`config.mk`:
```
export PLATFORM = sky130hd
export DESIGN_NAME = chc_seg
export DESIGN_NICKNAME = d
export VERILOG_FILES = /design/src/sv/chc_pkg.sv /design/src/sv/chc_seg.sv
export SDC_FILE = /design/constraint.sdc
export NUM_CORES = 2
export LEC_CHECK = 0
export BUFFER_PORTS_ARGS = -buffer_cell sky130_fd_sc_hd__buf_2
export CORE_MARGIN = 2
export CORE_UTILIZATION = 59
export DETAILED_ROUTE_END_ITERATION = 10
export PLACE_DENSITY = 0.79
export REMOVE_ABC_BUFFERS = 1
export SYNTH_ARGS = -nofsm -noshare
export SYNTH_HDL_FRONTEND = slang
export SYNTH_SLANG_ARGS = --single-unit
```
`constraint.sdc`:
```
create_clock -name clk -period 5.54 [get_ports clk]
set_input_delay 1.108 -clock clk [delete_from_list [all_inputs] [get_ports clk]]
set_output_delay 1.108 -clock clk [all_outputs]
set_load 0.05 [all_outputs]
```
`src/sv/chc_pkg.sv`:
```
// Shared types, constants and helper functions for the compass heading correction block.
package chc_pkg;

	localparam int NEGATE_ANGLE = 1;
	localparam int CORDIC_STEPS = 16;
	localparam int CAL_POINTS   = 8;
	localparam int RING_LEN     = CAL_POINTS + 2;

	localparam int CW        = 27;  // CORDIC datapath width
	localparam int FRAC_BITS = 16;  // fraction bits of the angle
	localparam int ANG_W     = 9;   // whole-degree angle
	localparam int DW        = 10;  // signed degree difference
	localparam int NUM_W     = 18;  // magnitude of the interpolation numerator
	localparam int DVW       = 8;   // magnitude of the segment width
	localparam int DIV_BITS  = 3;   // quotient bits per divider stage
	localparam int DIV_STAGES = NUM_W / DIV_BITS;
	localparam int QQ_W      = 10;  // quotient of a value by 360
	localparam int RECIP_SHIFT = 26;
	localparam logic [NUM_W-1:0] RECIP_360 = NUM_W'(186414);  // ceil(2^26 / 360)

	typedef logic signed [CW-1:0] cval_t;
	typedef logic [ANG_W-1:0]     ang_t;
	typedef logic signed [DW-1:0] diff_t;

	typedef struct packed {
		logic signed [15:0] field_x;
		logic signed [15:0] field_y;
	} in_item_t;

	typedef struct packed {
		logic [8:0] heading_deg;
		logic       corrected;
	} out_item_t;

	// control that rides along with the divider
	typedef struct packed {
		ang_t raw;      // uncorrected angle
		logic use_cal;  // a segment applies
		logic neg;      // quotient is negative
	} div_ctl_t;

	// atan(2^-i) in degrees, 16 fraction bits
	function automatic cval_t atan_tab(input int i);
		cval_t t;
		unique case (i)
			0:  t = cval_t'(2949120);
			1:  t = cval_t'(1740967);
			2:  t = cval_t'(919879);
			3:  t = cval_t'(466945);
			4:  t = cval_t'(234379);
			5:  t = cval_t'(117304);
			6:  t = cval_t'(58666);
			7:  t = cval_t'(29335);
			8:  t = cval_t'(14668);
			9:  t = cval_t'(7334);
			10: t = cval_t'(3667);
			11: t = cval_t'(1833);
			12: t = cval_t'(917);
			13: t = cval_t'(458);
			14: t = cval_t'(229);
			15: t = cval_t'(115);
			16: t = cval_t'(57);
			17: t = cval_t'(29);
			18: t = cval_t'(14);
			19: t = cval_t'(7);
			20: t = cval_t'(4);
			21: t = cval_t'(2);
			22: t = cval_t'(1);
			default: t = '0;
		endcase
		return t;
	endfunction

	// true heading at each ring point
	function automatic diff_t true_angle(input int p);
		diff_t t;
		unique case (p)
			0: t = diff_t'(315);
			1: t = diff_t'(0);
			2: t = diff_t'(45);
			3: t = diff_t'(90);
			4: t = diff_t'(135);
			5: t = diff_t'(180);
			6: t = diff_t'(225);
			7: t = diff_t'(270);
			8: t = diff_t'(315);
			default: t = diff_t'(0);
		endcase
		return t;
	endfunction

	// a - b folded into -180..180
	function automatic diff_t wrap_diff(input diff_t a, input diff_t b);
		diff_t d;
		d = a - b;
		if (d > diff_t'(180))
			d = d - diff_t'(360);
		else if (d < diff_t'(-180))
			d = d + diff_t'(360);
		return d;
	endfunction

endpackage

```
`src/sv/chc_seg.sv`:
```
// Segment search and interpolation numerator over the calibration ring.
module chc_seg
	import chc_pkg::*;
(
	input  logic             clk,
	input  logic             arst_n,
	input  logic             in_valid,
	input  ang_t             angle,
	input  ang_t             ring [RING_LEN],
	output logic             out_valid,
	output logic [NUM_W-1:0] num_mag,
	output logic [DVW-1:0]   dvsr,
	output div_ctl_t         ctl
);

	// stage 1: first segment holding the angle
	diff_t fd, n1, n2, w, a1, a2, rp, rq, m1, m2;
	logic  found;

	always_comb begin
		fd    = diff_t'({1'b0, angle});
		found = 1'b0;
		n1    = '0;
		n2    = '0;
		w     = '0;
		a1    = '0;
		a2    = '0;
		for (int p = RING_LEN - 2; p >= 0; p--) begin
			rp = diff_t'({1'b0, ring[p]});
			rq = diff_t'({1'b0, ring[p+1]});
			m2 = wrap_diff(fd, rp);
			m1 = wrap_diff(fd, rq);
			if (m2 >= 0 && m1 <= 0) begin
				found = 1'b1;
				n1    = m1;
				n2    = m2;
				w     = wrap_diff(rp, rq);
				a1    = wrap_diff(true_angle(p), rp);
				a2    = wrap_diff(true_angle(p + 1), rq);
			end
		end
	end

	logic  v_s1, found_s1;
	ang_t  f_s1;
	diff_t n1_s1, n2_s1, w_s1, a1_s1, a2_s1;

	always_ff @(posedge clk or negedge arst_n) begin
		if (!arst_n)
			v_s1 <= 1'b0;
		else
			v_s1 <= in_valid;
	end

	always_ff @(posedge clk) begin
		f_s1     <= angle;
		found_s1 <= found;
		n1_s1    <= n1;
		n2_s1    <= n2;
		w_s1     <= w;
		a1_s1    <= a1;
		a2_s1    <= a2;
	end

	// stage 2: products
	logic                   v_s2, use_s2;
	ang_t                   f_s2;
	diff_t                  w_s2;
	logic signed [2*DW-1:0] pf_s2, p1_s2, p2_s2;

	always_ff @(posedge clk or negedge arst_n) begin
		if (!arst_n)
			v_s2 <= 1'b0;
		else
			v_s2 <= v_s1;
	end

	always_ff @(posedge clk) begin
		f_s2   <= f_s1;
		w_s2   <= w_s1;
		use_s2 <= found_s1 && (w_s1 != '0);
		pf_s2  <= diff_t'({1'b0, f_s1}) * w_s1;
		p1_s2  <= a1_s1 * n1_s1;
		p2_s2  <= a2_s1 * n2_s1;
	end

	// stage 3: numerator, magnitudes and quotient sign
	logic signed [2*DW:0] num;
	logic [2*DW:0]        nmag;
	diff_t                wmag;

	always_comb begin
		num  = (2*DW+1)'(pf_s2) + (2*DW+1)'(p1_s2) - (2*DW+1)'(p2_s2);
		nmag = (num < 0) ? -num : num;
		wmag = (w_s2 < 0) ? -w_s2 : w_s2;
	end

	always_ff @(posedge clk or negedge arst_n) begin
		if (!arst_n)
			out_valid <= 1'b0;
		else
			out_valid <= v_s2;
	end

	always_ff @(posedge clk) begin
		num_mag     <= nmag[NUM_W-1:0];
		dvsr        <= use_s2 ? wmag[DVW-1:0] : DVW'(1);
		ctl.raw     <= f_s2;
		ctl.use_cal <= use_s2;
		ctl.neg     <= num[2*DW] ^ w_s2[DW-1];
	end

endmodule

```
==> summary.txt <==
Run status
  – Status: finished with violations
  – Violated checks: negative setup slack

Placed design
  – Placed cell area: around 0.045 mm2
  – Routability cong.: about 1.0
  – Final HPWL DP: roughly 120 mm
  – IO Port Bufs: 139

Timing
  – Final worst path period share: 102.0%
  – Max-slew violations: 0
  – Tmin final: approximately 5600 ps
  – Endpoints failing hold: 0
  – Worst slew pin tran: between 1000 and 1500 ps
  – Max Freq: 177.0 MHz
  – Clk_skew: approximately 19 ps
  – Slew margin rel.: 28.60%
  – Setup TNS: -131.7 ps
  – Final Worst Setup Slack: -109.2 ps
  – Final setup viols: 2

Route
  – Final ANT Viol Nets: 0
  – Number of DRC markers in iteration 0: about 3.8k
  – Average wire per standard cell: between 20 and 25 um
  – Routed vias: about 40k
  – DRT Pass-1 Iters: 6
  – Vias per cell: roughly 6.2
  – Routed wire length: 144.3 mm
  – Post-route DRC violation count: 0

GRT
  – Aggregate global routing overflow: 0
  – Initial antenna violation count: 1
  – Total track usage: 41.87%
  – Largest net degree at the start of global routing: 33
  – First-pass GRT wire length: 218.9 mm
  – Vias in the first global route: between 30k and 40k

Layout
  – Fraction of layout cells with a size suffix above 1: 20.79%
  – Commonest non-fill, non-tap cell in the layout: buf_4
  – Final Cell Area: around 0.046 mm2
  – P&R area growth vs syn: 21.52%
  – Most frequent cells in the layout: buf_4 (725), inv_1 (540), ha_1 (462), nand2_1 (386), nor2_1 (298)
  – Nets: 6448

Logic synthesis
  – Post-Synth XOR/XNOR Area: 9.455%
  – Post-synth EDFFs: 0
  – Fraction of the mapped netlist area in adder cells: ~30%
  – Complex-gate fraction of the synthesized area: about a quarter
  – Ys async rst share: under 10%
  – Largest family of logic cells by synthesized area: adder cells
  – Post-Synthesis Mean Instance Area: between 7 and 8 um2
  – Post-synthesis sequential area ratio: 9.416%
  – Mux share of post-synthesis cell area: less than 1%
  – Post-synthesis cell count: approximately 4.8k
  – Register bit total from synthesis: about 180
  – Synth warnings: 0
  – Ys flop type: dfxtp_1
  – Post-synthesis cell type count: 117
  – Synth Cell Area: about 0.038 mm2
  – Post-synthesis simple-gate area fraction: 17.81%

Clock network
  – CTS root buf: clkbuf_16
  – CTS H-tree depth: 4
  – TritonCTS clock tree: done
  – Clk_lat worst skew: 480 ps
  – Num CTS Buffers: 17
  – CTS Hold Buffers Added: 0
  – Worst-path clk slew: approximately 80 ps
  – CTS max path bufs: 2
  – Number of clock sinks: 179

Floorplanning
  – Die ar.: 0.06682 mm2
  – FP Rows: 93
  – Chip Width: 258.5 um
  – Initial Utilization: around 59%
  – Die H: 258.5 um
  – Core area: 0.06423 mm2
  – # IOs: 140

Worst setup path
  – Critical path startpoint: w_s1[4]
  – Worst EP required: ~5900 ps
  – R2r startpoint: w_s1[4]
  – Startpoint Class: flip-flop
  – CP Class: reg2reg
  – Worst Path Max Fanout: 7
  – WP data arrival: about 6000 ps
  – CP endpoint kind: flip-flop

Flow run
  – Max_cap viols: 0

Min path
  – Hold crit path type: reg2reg
  – HP Start: f_s2[0]
worst paths after layout:
path,depth (start not counted),slack [ps],to
hold reg to reg,0,330,ctl[2]
min in group asynchronous,1,430,v_s1
hold / removal,0,330,ctl[2]
setup / recovery,18,-110,pf_s2[19]
setup reg to reg,18,-110,pf_s2[19]
max in group asynchronous,1,5010,out_valid
what timing repair did:
action | in CTS | in global routing
pin swaps | 5 | 33
setup buffers | 0 | 15
endpoints found under the setup margin | 8 | 62
resized for setup | 22 | 133
cloned | 0 | 1
cell type report:
class                   instances  area, um2
diodes                          1      2.502
clock buffers                  17      425.4
clock inverters                15      161.4
fillers                      5014      17790
inverters                     550       2068
multi-input cells            3965      32440
flip-flops and latches        179       3637
well taps                     855       1070
repair buffers                893       6634
kinds of logic (layout without fill, tap and decap cells):
group,Yosys count,in the layout
simple gates,1371,1371
compound gates,1438,1438
xor+xnor,401,401
buf+inv,700,1475
flops,179,179
mux,14,14
other cells,1,2
fa+ha+maj,740,740
cell usage after synthesis, types with 46 or more instances:
| cell type | number | share of area [%] |
|---|---|---|
| fa_1 | 276 | 14 |
| nand3_1 | 86 | 1.1 |
| xor2_1 | 108 | 2.5 |
| o21a_1 | 76 | 1.5 |
| xnor2_1 | 281 | 6.4 |
| inv_1 | 544 | 5.3 |
| buf_2 | 49 | 0.64 |
| a31oi_1 | 58 | 0.95 |
| and2_1 | 150 | 2.5 |
| nand2_1 | 387 | 3.8 |
| clkbuf_1 | 87 | 0.85 |
| a21oi_1 | 309 | 4.0 |
| dfxtp_1 | 176 | 9.2 |
| o22ai_1 | 51 | 0.83 |
| or3_1 | 46 | 0.75 |
| o21ai_0 | 238 | 3.1 |
| nand2b_1 | 74 | 1.2 |
| nor2b_1 | 54 | 0.88 |
| nor2_1 | 301 | 3.0 |
| a21o_1 | 81 | 1.6 |
| nor3_1 | 109 | 1.4 |
| a211oi_1 | 60 | 1.2 |
| o211ai_1 | 49 | 0.96 |
| ha_1 | 464 | 15 |
flip-flops by register name (all words and copies together), names as in the netlist, 8 cells and up:
| name | cells |
|---|---|
| w_s1 | 10 |
| dvsr | 8 |
| a1_s1 | 10 |
| f_s1 | 9 |
| w_s2 | 9 |
| n2_s1 | 10 |
| p1_s2 | 20 |
| n1_s1 | 10 |
| f_s2 | 9 |
| a2_s1 | 10 |
| pf_s2 | 20 |
| num_mag | 18 |
| ctl | 11 |
| p2_s2 | 20 |
routing by layer:
metal  part of all wire, %  wire [um]  global-route usage (%)  vias up
li1                      -          -                       -    18650
met5                 0.011         16                       0        -
met1                    40      57210                   52.65    19406
met3                   8.9      12870                   7.345      448
met4                   5.8       8335                   21.55        2
met2                    46      65830                   68.94     1948
critical path: stages, from the launching register on:
cell and delay (ps):
dfxtp_1 770, nand2_1 160, fa_1 470, fa_1 500
inv_1 60, fa_1 500, fa_1 530, fa_1 490
ha_1 360, inv_1 50, o21bai_1 210, a21oi_2 100
o21bai_1 200, a21oi_2 100, o21ai_2 230, a211oi_2 100
o21bai_1 230, a21oi_2 130, xnor2_1 280
metrics by stage:
stage / hold WS [ps] / setup WS [ps] / instances / utilization [%]
5_1_grt: 333.8 / -271.9 / 6474 / 72.30
4_1_cts: 328.3 / 8.949 / 6458 / 71.29
3_3_place_gp: 310.6 / -416.8 / 6426 / 70.30
3_5_place_dp: 312.8 / -469.2 / 6426 / 70.30
2_1_floorplan: 309.6 / -1663 / 4694 / -
6_report: 328.8 / -109.2 / 6475 / 72.30
Power is not shown: default switching activity piles up to over one toggle a cycle in this logic, so the estimate is an artifact.
