**src/sv/chc_pkg.sv**
```systemverilog
// Shared types, constants and helper functions for the compass heading correction block.
package chc_pkg;

	localparam int NEGATE_ANGLE = 1;
	localparam int CORDIC_STEPS = 16;
	localparam int CAL_POINTS   = 8;
	localparam int RING_LEN     = CAL_POINTS + 2;

	localparam int CW        = 27;  // CORDIC datapath width
	localparam int FRAC_BITS = 16;  // fraction bits of the angle
	localparam int ANG_W     = 9;   // whole-degree angle
	localparam int DW        = 10;  // signed degree difference
	localparam int NUM_W     = 18;  // magnitude of the interpolation numerator
	localparam int DVW       = 8;   // magnitude of the segment width
	localparam int DIV_BITS  = 3;   // quotient bits per divider stage
	localparam int DIV_STAGES = NUM_W / DIV_BITS;
	localparam int QQ_W      = 10;  // quotient of a value by 360
	localparam int RECIP_SHIFT = 26;
	localparam logic [NUM_W-1:0] RECIP_360 = NUM_W'(186414);  // ceil(2^26 / 360)

	typedef logic signed [CW-1:0] cval_t;
	typedef logic [ANG_W-1:0]     ang_t;
	typedef logic signed [DW-1:0] diff_t;

	typedef struct packed {
		logic signed [15:0] field_x;
		logic signed [15:0] field_y;
	} in_item_t;

	typedef struct packed {
		logic [8:0] heading_deg;
		logic       corrected;
	} out_item_t;

	// control that rides along with the divider
	typedef struct packed {
		ang_t raw;      // uncorrected angle
		logic use_cal;  // a segment applies
		logic neg;      // quotient is negative
	} div_ctl_t;

	// atan(2^-i) in degrees, 16 fraction bits
	function automatic cval_t atan_tab(input int i);
		cval_t t;
		unique case (i)
			0:  t = cval_t'(2949120);
			1:  t = cval_t'(1740967);
			2:  t = cval_t'(919879);
			3:  t = cval_t'(466945);
			4:  t = cval_t'(234379);
			5:  t = cval_t'(117304);
			6:  t = cval_t'(58666);
			7:  t = cval_t'(29335);
			8:  t = cval_t'(14668);
			9:  t = cval_t'(7334);
			10: t = cval_t'(3667);
			11: t = cval_t'(1833);
			12: t = cval_t'(917);
			13: t = cval_t'(458);
			14: t = cval_t'(229);
			15: t = cval_t'(115);
			16: t = cval_t'(57);
			17: t = cval_t'(29);
			18: t = cval_t'(14);
			19: t = cval_t'(7);
			20: t = cval_t'(4);
			21: t = cval_t'(2);
			22: t = cval_t'(1);
			default: t = '0;
		endcase
		return t;
	endfunction

	// true heading at each ring point
	function automatic diff_t true_angle(input int p);
		diff_t t;
		unique case (p)
			0: t = diff_t'(315);
			1: t = diff_t'(0);
			2: t = diff_t'(45);
			3: t = diff_t'(90);
			4: t = diff_t'(135);
			5: t = diff_t'(180);
			6: t = diff_t'(225);
			7: t = diff_t'(270);
			8: t = diff_t'(315);
			default: t = diff_t'(0);
		endcase
		return t;
	endfunction

	// a - b folded into -180..180
	function automatic diff_t wrap_diff(input diff_t a, input diff_t b);
		diff_t d;
		d = a - b;
		if (d > diff_t'(180))
			d = d - diff_t'(360);
		else if (d < diff_t'(-180))
			d = d + diff_t'(360);
		return d;
	endfunction

endpackage

```
**src/sv/chc_div.sv**
```systemverilog
// Pipelined restoring divider, reduction modulo 360 and result register.
module chc_div
	import chc_pkg::*;
(
	input  logic             clk,
	input  logic             arst_n,
	input  logic             in_valid,
	input  logic [NUM_W-1:0] num_mag,
	input  logic [DVW-1:0]   dvsr,
	input  div_ctl_t         ctl,
	output logic             done,
	output out_item_t        result
);

	logic [DVW-1:0]   rem_s [DIV_STAGES+1];
	logic [NUM_W-1:0] dnd_s [DIV_STAGES+1];
	logic [NUM_W-1:0] quo_s [DIV_STAGES+1];
	logic [DVW-1:0]   dv_s  [DIV_STAGES+1];
	div_ctl_t         ctl_s [DIV_STAGES+1];
	logic             v_s   [DIV_STAGES+1];

	always_comb begin
		rem_s[0] = '0;
		dnd_s[0] = num_mag;
		quo_s[0] = '0;
		dv_s[0]  = dvsr;
		ctl_s[0] = ctl;
		v_s[0]   = in_valid;
	end

	for (genvar j = 0; j < DIV_STAGES; j++) begin : g_div
		logic [DVW-1:0]   r;
		logic [DVW:0]     t;
		logic [NUM_W-1:0] n, q;

		always_comb begin
			r = rem_s[j];
			n = dnd_s[j];
			q = quo_s[j];
			for (int b = 0; b < DIV_BITS; b++) begin
				t = {r, n[NUM_W-1]};
				n = n << 1;
				if (t >= {1'b0, dv_s[j]}) begin
					t = t - {1'b0, dv_s[j]};
					q = {q[NUM_W-2:0], 1'b1};
				end else begin
					q = {q[NUM_W-2:0], 1'b0};
				end
				r = t[DVW-1:0];
			end
		end

		always_ff @(posedge clk or negedge arst_n) begin
			if (!arst_n)
				v_s[j+1] <= 1'b0;
			else
				v_s[j+1] <= v_s[j];
		end

		always_ff @(posedge clk) begin
			rem_s[j+1] <= r;
			dnd_s[j+1] <= n;
			quo_s[j+1] <= q;
			dv_s[j+1]  <= dv_s[j];
			ctl_s[j+1] <= ctl_s[j];
		end
	end

	// quotient by 360 through the reciprocal
	logic [2*NUM_W-1:0] prod;
	logic               v_m1;
	logic [QQ_W-1:0]    qq_m1;
	logic [NUM_W-1:0]   t_m1;
	div_ctl_t           ctl_m1;

	assign prod = quo_s[DIV_STAGES] * RECIP_360;

	always_ff @(posedge clk or negedge arst_n) begin
		if (!arst_n)
			v_m1 <= 1'b0;
		else
			v_m1 <= v_s[DIV_STAGES];
	end

	always_ff @(posedge clk) begin
		qq_m1  <= prod[RECIP_SHIFT +: QQ_W];
		t_m1   <= quo_s[DIV_STAGES];
		ctl_m1 <= ctl_s[DIV_STAGES];
	end

	// remainder
	logic [NUM_W:0] rr;
	logic           v_m2;
	ang_t           r_m2;
	div_ctl_t       ctl_m2;

	always_comb begin
		rr = {1'b0, t_m1} - (NUM_W+1)'(qq_m1) * (NUM_W+1)'(360);
		if (rr >= (NUM_W+1)'(360))
			rr = rr - (NUM_W+1)'(360);
	end

	always_ff @(posedge clk or negedge arst_n) begin
		if (!arst_n)
			v_m2 <= 1'b0;
		else
			v_m2 <= v_m1;
	end

	always_ff @(posedge clk) begin
		r_m2   <= rr[ANG_W-1:0];
		ctl_m2 <= ctl_m1;
	end

	// sign fixup and raw fallback
	ang_t hd;

	always_comb begin
		if (!ctl_m2.use_cal)
			hd = ctl_m2.raw;
		else if (ctl_m2.neg && r_m2 != '0)
			hd = ANG_W'(360) - r_m2;
		else
			hd = r_m2;
	end

	always_ff @(posedge clk or negedge arst_n) begin
		if (!arst_n)
			done <= 1'b0;
		else
			done <= v_m2;
	end

	always_ff @(posedge clk) begin
		result.heading_deg <= hd;
		result.corrected   <= ctl_m2.use_cal;
	end

endmodule

```
**config.mk**
```make
export PLATFORM = sky130hd
export DESIGN_NAME = chc_div
export DESIGN_NICKNAME = d
export VERILOG_FILES = /design/src/sv/chc_pkg.sv /design/src/sv/chc_div.sv
export SDC_FILE = /design/constraint.sdc
export NUM_CORES = 1
export LEC_CHECK = 0
export BUFFER_PORTS_ARGS = -buffer_cell sky130_fd_sc_hd__buf_2
export CAP_MARGIN = 5
export CORE_MARGIN = 2
export CORE_UTILIZATION = 55
export DETAILED_ROUTE_END_ITERATION = 8
export GPL_ROUTABILITY_DRIVEN = 0
export PLACE_DENSITY = 0.84
export SLEW_MARGIN = 20
export SYNTH_ARGS = -nofsm -noshare
export SYNTH_HDL_FRONTEND = slang
export SYNTH_SLANG_ARGS = --single-unit
```
**constraint.sdc**
```tcl
create_clock -name clk -period 6.1 [get_ports clk]
set_input_delay 0.61 -clock clk [delete_from_list [all_inputs] [get_ports clk]]
set_output_delay 0.61 -clock clk [all_outputs]
set_load 0.01 [all_outputs]
```
==> results of run 1 <==
==> cell families after synthesis <==
group | count (synthesis) | share of synthesized area
simple gates | 305 | 0.0742
mux | 103 | 0.0556
fa+ha+maj | 444 | 0.319
flops | 332 | 0.328
compound gates | 353 | 0.113
buf+inv | 328 | 0.0606
xor+xnor | 115 | 0.0494
==> worst max path at each step <==
| stage | from | to | slack (ns) | depth (start not counted) |
|---|---|---|---|---|
| 4_1_cts | quo_s[7] | qq_m1[9] | 0.0005 | 18 |
| 5_1_grt | dv_s[9] | quo_s[0] | -0.13 | 29 |
| 3_3_place_gp | dv_s[33] | rem_s[27] | -0.22 | 29 |
| 2_1_floorplan | dv_s[41] | rem_s[33] | 0.02 | 30 |
| 6_report | dv_s[33] | rem_s[25] | 0.10 | 30 |
| 3_5_place_dp | dv_s[33] | rem_s[25] | -0.44 | 29 |
==> critical path: cells and delay by family (launching register included) <==
kind	cells	cell delay (ns)
buffers and inverters	4	0.50
AOI/OAI and AO/OA	16	2.85
and+or+nand+nor	5	0.66
adders and majority gates	3	0.92
muxes	2	0.54
DFF	1	0.40
==> layout by cell type, fill, tap and decap left out, types with 22 or more instances in the layout <==
| cell | netlist | routed |
|---|---|---|
| sky130_fd_sc_hd__ha_1 | 317 | 312 |
| sky130_fd_sc_hd__nor2b_1 | 29 | 28 |
| sky130_fd_sc_hd__nand2b_1 | 24 | 24 |
| sky130_fd_sc_hd__inv_1 | 314 | 313 |
| sky130_fd_sc_hd__nand4_1 | 22 | 22 |
| sky130_fd_sc_hd__clkbuf_16 | 0 | 38 |
| sky130_fd_sc_hd__xnor2_1 | 80 | 80 |
| sky130_fd_sc_hd__nand2_1 | 65 | 65 |
| sky130_fd_sc_hd__nor2_1 | 88 | 85 |
| sky130_fd_sc_hd__o21ai_0 | 78 | 58 |
| sky130_fd_sc_hd__a21o_1 | 52 | 51 |
| sky130_fd_sc_hd__buf_4 | 0 | 46 |
| sky130_fd_sc_hd__buf_2 | 4 | 50 |
| sky130_fd_sc_hd__fa_1 | 127 | 127 |
| sky130_fd_sc_hd__mux2_2 | 79 | 79 |
| sky130_fd_sc_hd__xor2_1 | 35 | 35 |
| sky130_fd_sc_hd__dfxtp_1 | 323 | 314 |
| sky130_fd_sc_hd__a21oi_1 | 104 | 94 |
==> metrics by stage <==
step	TNS [ns]	utilization	cell area, um^2	setup slack, ns
3_3_place_gp	-1.55	0.587	21500	-0.224
3_5_place_dp	-5.22	0.587	21500	-0.438
4_1_cts	0	0.624	22800	0.000548
6_report	0	0.632	23100	0.100
5_1_grt	-1.57	0.632	23100	-0.132
2_1_floorplan	0	-	20400	0.0150
==> area by class of cell <==
type	count	area, um^2
inverter	314	1180
multi-input combinational	1321	12700
tap	468	586
timing repair buffer	101	653
clock buffer	45	1020
clock inverter	20	236
fill	2745	13400
sequential	332	6710
==> timing repair <==
item                                    CTS  global route
endpoints found under the hold margin     9             0
resized for setup                        14            66
hold buffers                              1             0
setup buffers                             5            12
cloned                                    0             1
endpoints found under the setup margin   33            47
pin swaps                                 4            14
==> registers in the layout (all words and copies together), names as in the netlist, 11 cells and up <==
signal and flops:
dnd_s 45, dv_s 40, ctl_m1 11, ctl_s 66
ctl_m2 11, rem_s 40, quo_s 63, t_m1 18
==> layer usage <==
layer | vias up | track usage | wire length (um)
li1 | 6959 | - | -
met1 | 6928 | 0.251 | 17800
met2 | 379 | 0.395 | 21400
met3 | 146 | 0.0435 | 1950
met4 | 0 | 0.0976 | 1600
met5 | - | 0 | 0
==> out/metrics.cfg, run 1 <==
[outcome]
outcome = completed

[logic_synthesis]
async_reset_ff_frac = 0.0271
synth_cells = 1980
yosys-top-cells-area = sky130_fd_sc_hd__dfxtp_1, sky130_fd_sc_hd__ha_1, sky130_fd_sc_hd__fa_1
post-synth-top-area-cell = sky130_fd_sc_hd__dfxtp_1
top_cells_by_instance_count_after_synthesis = sky130_fd_sc_hd__dfxtp_1, sky130_fd_sc_hd__ha_1, sky130_fd_sc_hd__inv_1, sky130_fd_sc_hd__fa_1, sky130_fd_sc_hd__a21oi_1
synth_ff_type = sky130_fd_sc_hd__dfxtp_1
synth.cell_area_um2 = 20400
portion_of_synthesized_cell_area_occupied_by_the_leading_cell_type = 0.317
synth_most_common_cell = sky130_fd_sc_hd__dfxtp_1
synth-edff-count = 0
yosys_register_bits = 332
synth.distinct_cells = 68
seq_area_frac_synth = 0.328
synth.net_count = 2464
postSynthAreaPerCell_um2 = 10.3
synth.yosys.warnings = 0

[floorplan]
die_outline_area_um2 = 38600
die_height_um = 197
std_cell_rows = 70
core_footprint_um2 = 36500
die_x_um = 197
ios = 51
floorplan.initialDensity = 0.558

[job]
cap_violations = 0

[critical_path]
largest_fanout_on_the_critical_path = 5
endpoint_kind = flip-flop
critPathArrivalTime_ns = 6.44
timing.critical_path.required_ns = 6.54
timing.critical_path.slowest_stage_cell = sky130_fd_sc_hd__dfxtp_4
setup.reg_to_reg.worst_slack_ns = 0.10
startpoint_type = flip-flop
r2r_cells = 30
timing_worst_setup_path_type = flip-flop to flip-flop
critical_path.reg2reg.endpoint = rem_s[25]
crit-reg2reg-launch = dv_s[33]
crit_path_max_incr_delay_ns = 0.40

[sta]
finalCriticalPeriod_ns = 6.00
fin_skew_ns = 0.0152
timing.final.max_slew_violations = 0
final_hold_viol_count = 0
timing.final.setup_violations = 0
highest_achievable_clock_rate_ghz = 0.167
hold_slack_ns = 0.149
period_share = 0.984
rsz0062_at_grt = yes
tightestPinTransition_ns = 0.952
slew-limit-headroom = 0.357

[placed_design]
dp_cells = 2517
io_buffers = 50
dp.final_hpwl_um = 32600

[routing]
ant_nets = 0
drt-wirelength-per-cell_um = 16.4
vias = 14400
initial_drt_markers = 666
drtPass1Iterations = 5
drt_drc_violations_left = 0
drt-total-wl_um = 42700
post_drt_via_cell_ratio = 5.54

[global_route]
grt_usage = 0.219
grt_max_degree = 19
globalRouteOverflowTotal = 0
via_count_of_the_first_global_routing_pass = 15000
grt_first_pass_wirelength_um = 69200
grt_antenna_before_repair = 0

[clock_network]
cts_tree = built
ctsRootBufferMaster = sky130_fd_sc_hd__clkbuf_16
ctsHtreeMaxLevel = 2
cts_inserted_buffers = 36
cts-root-to-sink-buffers = 3
cts_num_sinks = 332
cts.clk_slew.worst_paths_ns = 0.06
clk_latency_ns = 0.56

[hold_path]
hold_path_class = primary input to flip-flop
hold-path-endpoint = ctl_s[58]
hold_depth = 1
min-delay-start = ctl[3]

[layout]
finalNonFillerCells = 2601
diodes = 0
num-nets-final = 2590
final_layout_size_suffix_gt1_frac = 0.146
area_growth_pct = 13.3

Power of run 1 is left out: the tool's default activity adds up to more than one toggle a clock period on the data nets, which glitch-free logic cannot reach.
==> run 2: changes to the inputs <==
--- a/config.mk
+++ b/config.mk
@@ -9,6 +9,7 @@
 export CAP_MARGIN = 5
 export CORE_MARGIN = 2
 export CORE_UTILIZATION = 55
+export CTS_BUF_LIST = sky130_fd_sc_hd__clkbuf_16
 export DETAILED_ROUTE_END_ITERATION = 8
 export GPL_ROUTABILITY_DRIVEN = 0
 export PLACE_DENSITY = 0.84
==> out/metrics.cfg, run 2 (synthesis gave the netlist of run 1 again) <==
[sta]
timing.final.max_slew_violations = 0  ; unchanged
timing.final.setup_violations = 0  ; unchanged
rsz0062_at_grt = yes
slew-limit-headroom = 0.357  ; unchanged
final_hold_viol_count = 0  ; unchanged
fin_skew_ns = 0.0138  ; -0.00145 ns
tightestPinTransition_ns = 0.952  ; unchanged
timing.final.ws_setup_ns = 0.111  ; +0.0103 ns
period_share = 0.982  ; -0.00169
highest_achievable_clock_rate_ghz = 0.167  ; +0.17%
finalCriticalPeriod_ns = 5.99  ; -0.0103 ns

[hold_path]
hold_path_class = primary input to flip-flop
hold-path-endpoint = dnd_s[102]
hold_depth = 1  ; unchanged
min-delay-start = num_mag[9]

[layout]
largest_register_ffs = 66  ; unchanged
fin_util = 0.631  ; -0.00103
area_growth_pct = 13.1
register_containing_the_most_flip_flops_in_the_final_layout = ctl_s
layout.filler_cells = 2746  ; +0.036%
mostFrequentLayoutCell = sky130_fd_sc_hd__inv_1
final_layout_size_suffix_gt1_frac = 0.144  ; -0.00188
finalNonFillerCells = 2602  ; +0.038%
layout_common_cells = sky130_fd_sc_hd__inv_1, sky130_fd_sc_hd__dfxtp_1, sky130_fd_sc_hd__ha_1
final_cell_area_um2 = 23100  ; -0.16%
biggestRegsByFlops = ctl_s: 66 flops, quo_s: 63 flops, dnd_s: 45 flops
num-nets-final = 2590  ; unchanged

[floorplan]
ios = 51  ; unchanged
floorplan.initialDensity = 0.558  ; unchanged
core_footprint_um2 = 36500  ; unchanged
die_outline_area_um2 = 38600  ; unchanged
die_height_um = 197  ; unchanged
std_cell_rows = 70  ; unchanged
die_x_um = 197  ; unchanged

[routing]
drt-total-wl_um = 42800  ; +0.11%
routed-wl-met3_um = 2140  ; +9.6%
drt_drc_violations_left = 0  ; unchanged
drt-wirelength-per-cell_um = 16.4  ; about the same
met2WireLength_um = 21400  ; about the same
ant_nets = 0  ; unchanged
highest_layer = met4
vias = 14400  ; +0.12%
detailed_route_wire_length_on_metal_1_um = 17600  ; -0.87%
post_drt_via_cell_ratio = 5.55  ; about the same
drtPass1Iterations = 5  ; unchanged
initial_drt_markers = 600  ; -9.9%

[placed_design]
io_buffers = 50  ; unchanged
dp_cells = 2517  ; unchanged
dpl_ws_ns = -0.438  ; unchanged
detailed_place.area_um2 = 21500  ; unchanged
dp.final_hpwl_um = 32600  ; unchanged

[critical_path]
largest_fanout_on_the_critical_path = 5  ; unchanged
critical_path.top_delay_family = compound AO/OA/AOI/OAI gates
path_buf_inv = 4  ; unchanged
endpoint_kind = flip-flop
timing.critical_path.slowest_stage_cell = sky130_fd_sc_hd__dfxtp_4
startpoint_type = flip-flop
crit-reg2reg-launch = dv_s[33]
crit_path_max_incr_delay_ns = 0.40  ; about the same
timing.critical_path.required_ns = 6.54  ; about the same
critPathArrivalTime_ns = 6.43  ; about the same
r2r_cells = 30  ; unchanged
setup.reg_to_reg.worst_slack_ns = 0.11  ; about the same
timing_worst_setup_path_type = flip-flop to flip-flop
critical_path.reg2reg.endpoint = rem_s[25]

[clock_network]
ctsHtreeMaxLevel = 2  ; unchanged
cts_num_sinks = 332  ; unchanged
cts_tree = built
cts-root-to-sink-buffers = 3  ; unchanged
ctsRootBufferMaster = sky130_fd_sc_hd__clkbuf_16
cts_inserted_buffers = 36  ; unchanged
clk_latency_ns = 0.56  ; about the same
cts.clk_slew.worst_paths_ns = 0.06  ; about the same

[outcome]
outcome = completed

[job]
cap_violations = 0  ; unchanged

[global_route]
grt_max_degree = 19  ; unchanged
grt_antenna_before_repair = 0  ; unchanged
globalRouteOverflowTotal = 0  ; unchanged
via_count_of_the_first_global_routing_pass = 15000  ; -0.21%
grt_first_pass_wirelength_um = 69100  ; -0.15%
grt_usage = 0.219  ; about the same

## run 2: cell count changes in the layout (fill, tap and decap cells not counted), sizes merged
cell,delta
clkbuf,-7
clkinv,+4
inv,+3
diode,+1
## run 2: area by class of cell
type | count | area [um^2] | area share
antenna | 1 | 2.50 | 0.000109
multi-input combinational | 1321 | 12700 | 0.551
clock buffer | 38 | 951 | 0.0412
sequential | 332 | 6710 | 0.291
timing repair buffer | 101 | 653 | 0.0283
clock inverter | 27 | 263 | 0.0114
inverter | 314 | 1180 | 0.0513
tap | 468 | 586 | 0.0254
## run 2: metal layers
metal  global-route usage  vias up
met5                    0        -
li1                     -     6961
met1                0.250     6915
met4               0.0982        0
met2                0.395      407
met3               0.0433      147
## run 2: timing repair
action / in CTS / in global routing
endpoints found under the hold margin: 9 / 0
gates resized for setup: 14 / 66
hold buffers: 1 / 0
cloned: 0 / 1
buffers inserted: 5 / 12
endpoints found under the setup margin: 33 / 47
pin swaps: 4 / 14
## run 2: metrics by stage
step / TNS (ns) / hold WS [ns]
floorplan: 0 / 0.310
global placement: -1.55 / 0.310
detailed placement: -5.22 / 0.312
CTS: 0 / 0.125
global route: -2.07 / 0.134
finish: 0 / 0.149
## run 2: worst max path at each step
| stage | start | to | slack [ns] | cells after the start |
|---|---|---|---|---|
| global route | dv_s[9] | quo_s[0] | -0.13 | 29 |
| CTS | quo_s[7] | qq_m1[9] | 0.0003 | 18 |
| finish | dv_s[33] | rem_s[25] | 0.11 | 30 |
| global placement | dv_s[33] | rem_s[27] | -0.22 | 29 |
| floorplan | dv_s[41] | rem_s[33] | 0.02 | 30 |
| detailed placement | dv_s[33] | rem_s[25] | -0.44 | 29 |
Power of run 2 is left out for the same reason.
==> run 3: changes to the inputs <==
--- a/config.mk
+++ b/config.mk
@@ -9,7 +9,7 @@
 export CAP_MARGIN = 5
 export CORE_MARGIN = 2
 export CORE_UTILIZATION = 55
-export CTS_BUF_LIST = sky130_fd_sc_hd__clkbuf_16
+export CTS_BUF_LIST = sky130_fd_sc_hd__clkbuf_4
 export DETAILED_ROUTE_END_ITERATION = 8
 export GPL_ROUTABILITY_DRIVEN = 0
 export PLACE_DENSITY = 0.84
==> out/metrics.cfg, run 3 (synthesis gave the netlist of run 1 again) <==
[outcome]
outcome = completed

[layout]
final_layout_size_suffix_gt1_frac = 0.169  ; +0.0255
layout_common_cells = sky130_fd_sc_hd__inv_1, sky130_fd_sc_hd__ha_1, sky130_fd_sc_hd__dfxtp_1
fin_util = 0.639  ; +0.00716
num-nets-final = 2674  ; +3.2%
biggestRegsByFlops = ctl_s: 66 flops, quo_s: 63 flops, dnd_s: 45 flops
mostFrequentLayoutCell = sky130_fd_sc_hd__inv_1
register_containing_the_most_flip_flops_in_the_final_layout = ctl_s
finalNonFillerCells = 2723  ; +4.7%
largest_register_ffs = 66  ; unchanged
area_growth_pct = 14.3

[critical_path]
critPathArrivalTime_ns = 6.65  ; +0.22 ns
timing.critical_path.required_ns = 6.74  ; +0.20 ns
largest_fanout_on_the_critical_path = 4  ; -1
critical_path.reg2reg.endpoint = rem_s[30]
timing_worst_setup_path_type = flip-flop to flip-flop
endpoint_kind = flip-flop
r2r_cells = 30  ; unchanged
setup.reg_to_reg.worst_slack_ns = 0.09  ; -0.02 ns
startpoint_type = flip-flop
timing.critical_path.slowest_stage_cell = sky130_fd_sc_hd__dfxtp_2
crit_path_max_incr_delay_ns = 0.43  ; +0.03 ns
crit-reg2reg-launch = dv_s[33]

[clock_network]
cts_num_sinks = 332  ; unchanged
cts.clk_slew.worst_paths_ns = 0.06  ; about the same
ctsRootBufferMaster = sky130_fd_sc_hd__clkbuf_4
cts_tree = built
clk_latency_ns = 0.77  ; +0.21 ns
ctsHtreeMaxLevel = 3  ; +1
cts_inserted_buffers = 83  ; +130%
cts-root-to-sink-buffers = 3  ; unchanged

[floorplan]
core_footprint_um2 = 36500  ; unchanged
die_height_um = 197  ; unchanged
std_cell_rows = 70  ; unchanged
die_x_um = 197  ; unchanged
ios = 51  ; unchanged
floorplan.initialDensity = 0.558  ; unchanged
die_outline_area_um2 = 38600  ; unchanged

[global_route]
grt_max_degree = 19  ; unchanged
globalRouteOverflowTotal = 0  ; unchanged
grt_first_pass_wirelength_um = 69700  ; +0.88%
grt_antenna_before_repair = 1  ; +1
grt_usage = 0.220  ; +0.00141
via_count_of_the_first_global_routing_pass = 15400  ; +2.8%

[routing]
post_drt_via_cell_ratio = 5.42  ; -2.2%
detailed_route_wire_length_on_metal_1_um = 17700  ; +0.70%
drt-total-wl_um = 42500  ; -0.64%
routed-wl-met3_um = 1930  ; -9.6%
drt-wirelength-per-cell_um = 15.6  ; -5.1%
initial_drt_markers = 709  ; +18%
drtPass1Iterations = 7  ; +2
drt_drc_violations_left = 0  ; unchanged
vias = 14800  ; +2.3%
met2WireLength_um = 21200  ; -0.86%
ant_nets = 0  ; unchanged
highest_layer = met4

[sta]
period_share = 0.986  ; +0.00386
setup_total_negative_slack_ns = 0  ; unchanged
final_hold_viol_count = 0  ; unchanged
timing.final.max_slew_violations = 0  ; unchanged
tightestPinTransition_ns = 0.991  ; +0.0393 ns
highest_achievable_clock_rate_ghz = 0.166  ; -0.39%
hold_slack_ns = 0.156  ; +0.00729 ns
fin_skew_ns = 0.0373  ; +0.0235 ns
slew-limit-headroom = 0.331  ; -0.0266
finalCriticalPeriod_ns = 6.01  ; +0.0235 ns
timing.final.setup_violations = 0  ; unchanged

[job]
cap_violations = 0  ; unchanged

[hold_path]
hold_depth = 3  ; +2
hold_path_class = primary input to flip-flop
min-delay-start = num_mag[15]
hold-path-endpoint = rem_s[40]

[placed_design]
dp_cells = 2517  ; unchanged
dp.final_hpwl_um = 32600  ; unchanged
io_buffers = 50  ; unchanged

## run 3: cell count changes in the layout (fill, tap and decap cells not counted), moves of 4 or more
| cell | delta |
|---|---|
| sky130_fd_sc_hd__clkbuf_4 | +117 |
| sky130_fd_sc_hd__clkbuf_16 | -38 |
| sky130_fd_sc_hd__dlygate4sd3_1 | +35 |
| sky130_fd_sc_hd__clkinv_1 | +18 |
| sky130_fd_sc_hd__clkinvlp_4 | -5 |
| sky130_fd_sc_hd__o21ai_0 | -4 |
## run 3: worst max-delay path: cells and delay by family (launching register included)
kind / cells / cell delay, ns
AOI/OAI and AO/OA: 16 / 2.90
adders and majority gates: 3 / 0.90
buffers and inverters: 3 / 0.39
DFF: 1 / 0.43
muxes: 2 / 0.55
and+or+nand+nor: 6 / 0.74
## run 3: cell type report
type / instances / area (um^2)
diodes: 1 / 2.50
fillers: 2741 / 13200
flip-flops and latches: 332 / 6710
well taps: 468 / 586
clock buffers: 117 / 878
multi-input cells: 1321 / 12700
inverters: 314 / 1180
clock inverters: 32 / 254
repair buffers: 138 / 1020
## run 3: routing by layer
metal	vias to the layer above	global-route usage
met5	-	0
met4	0	0.102
met3	141	0.0448
met2	417	0.396
met1	7007	0.251
li1	7203	-
## run 3: how the worst max path moves through the flow
stage | endpoint | startpoint | depth (start not counted) | slack (ns)
2_1_floorplan | rem_s[33] | dv_s[41] | 30 | 0.02
3_3_place_gp | rem_s[27] | dv_s[33] | 29 | -0.22
3_5_place_dp | rem_s[25] | dv_s[33] | 29 | -0.44
4_1_cts | qq_m1[9] | quo_s[5] | 18 | 0.01
5_1_grt | rem_s[26] | dv_s[33] | 30 | -0.17
6_report | rem_s[30] | dv_s[33] | 30 | 0.09
## run 3: per-stage QoR
stage	setup WS (ns)	cell area [um^2]
CTS	0.0124	23000
finish	0.0871	23300
floorplan	0.0150	20400
global route	-0.165	23300
global placement	-0.224	21500
detailed placement	-0.438	21500
## run 3: what timing repair did
item                                    CTS  global route
pin swaps                                 5            18
resized for setup                        14            71
endpoints found under the hold margin    44             0
buffers inserted                          5            14
gates cloned                              0             1
hold buffers                             36             0
endpoints found under the setup margin   32            57
Power of run 3 is left out for the same reason.
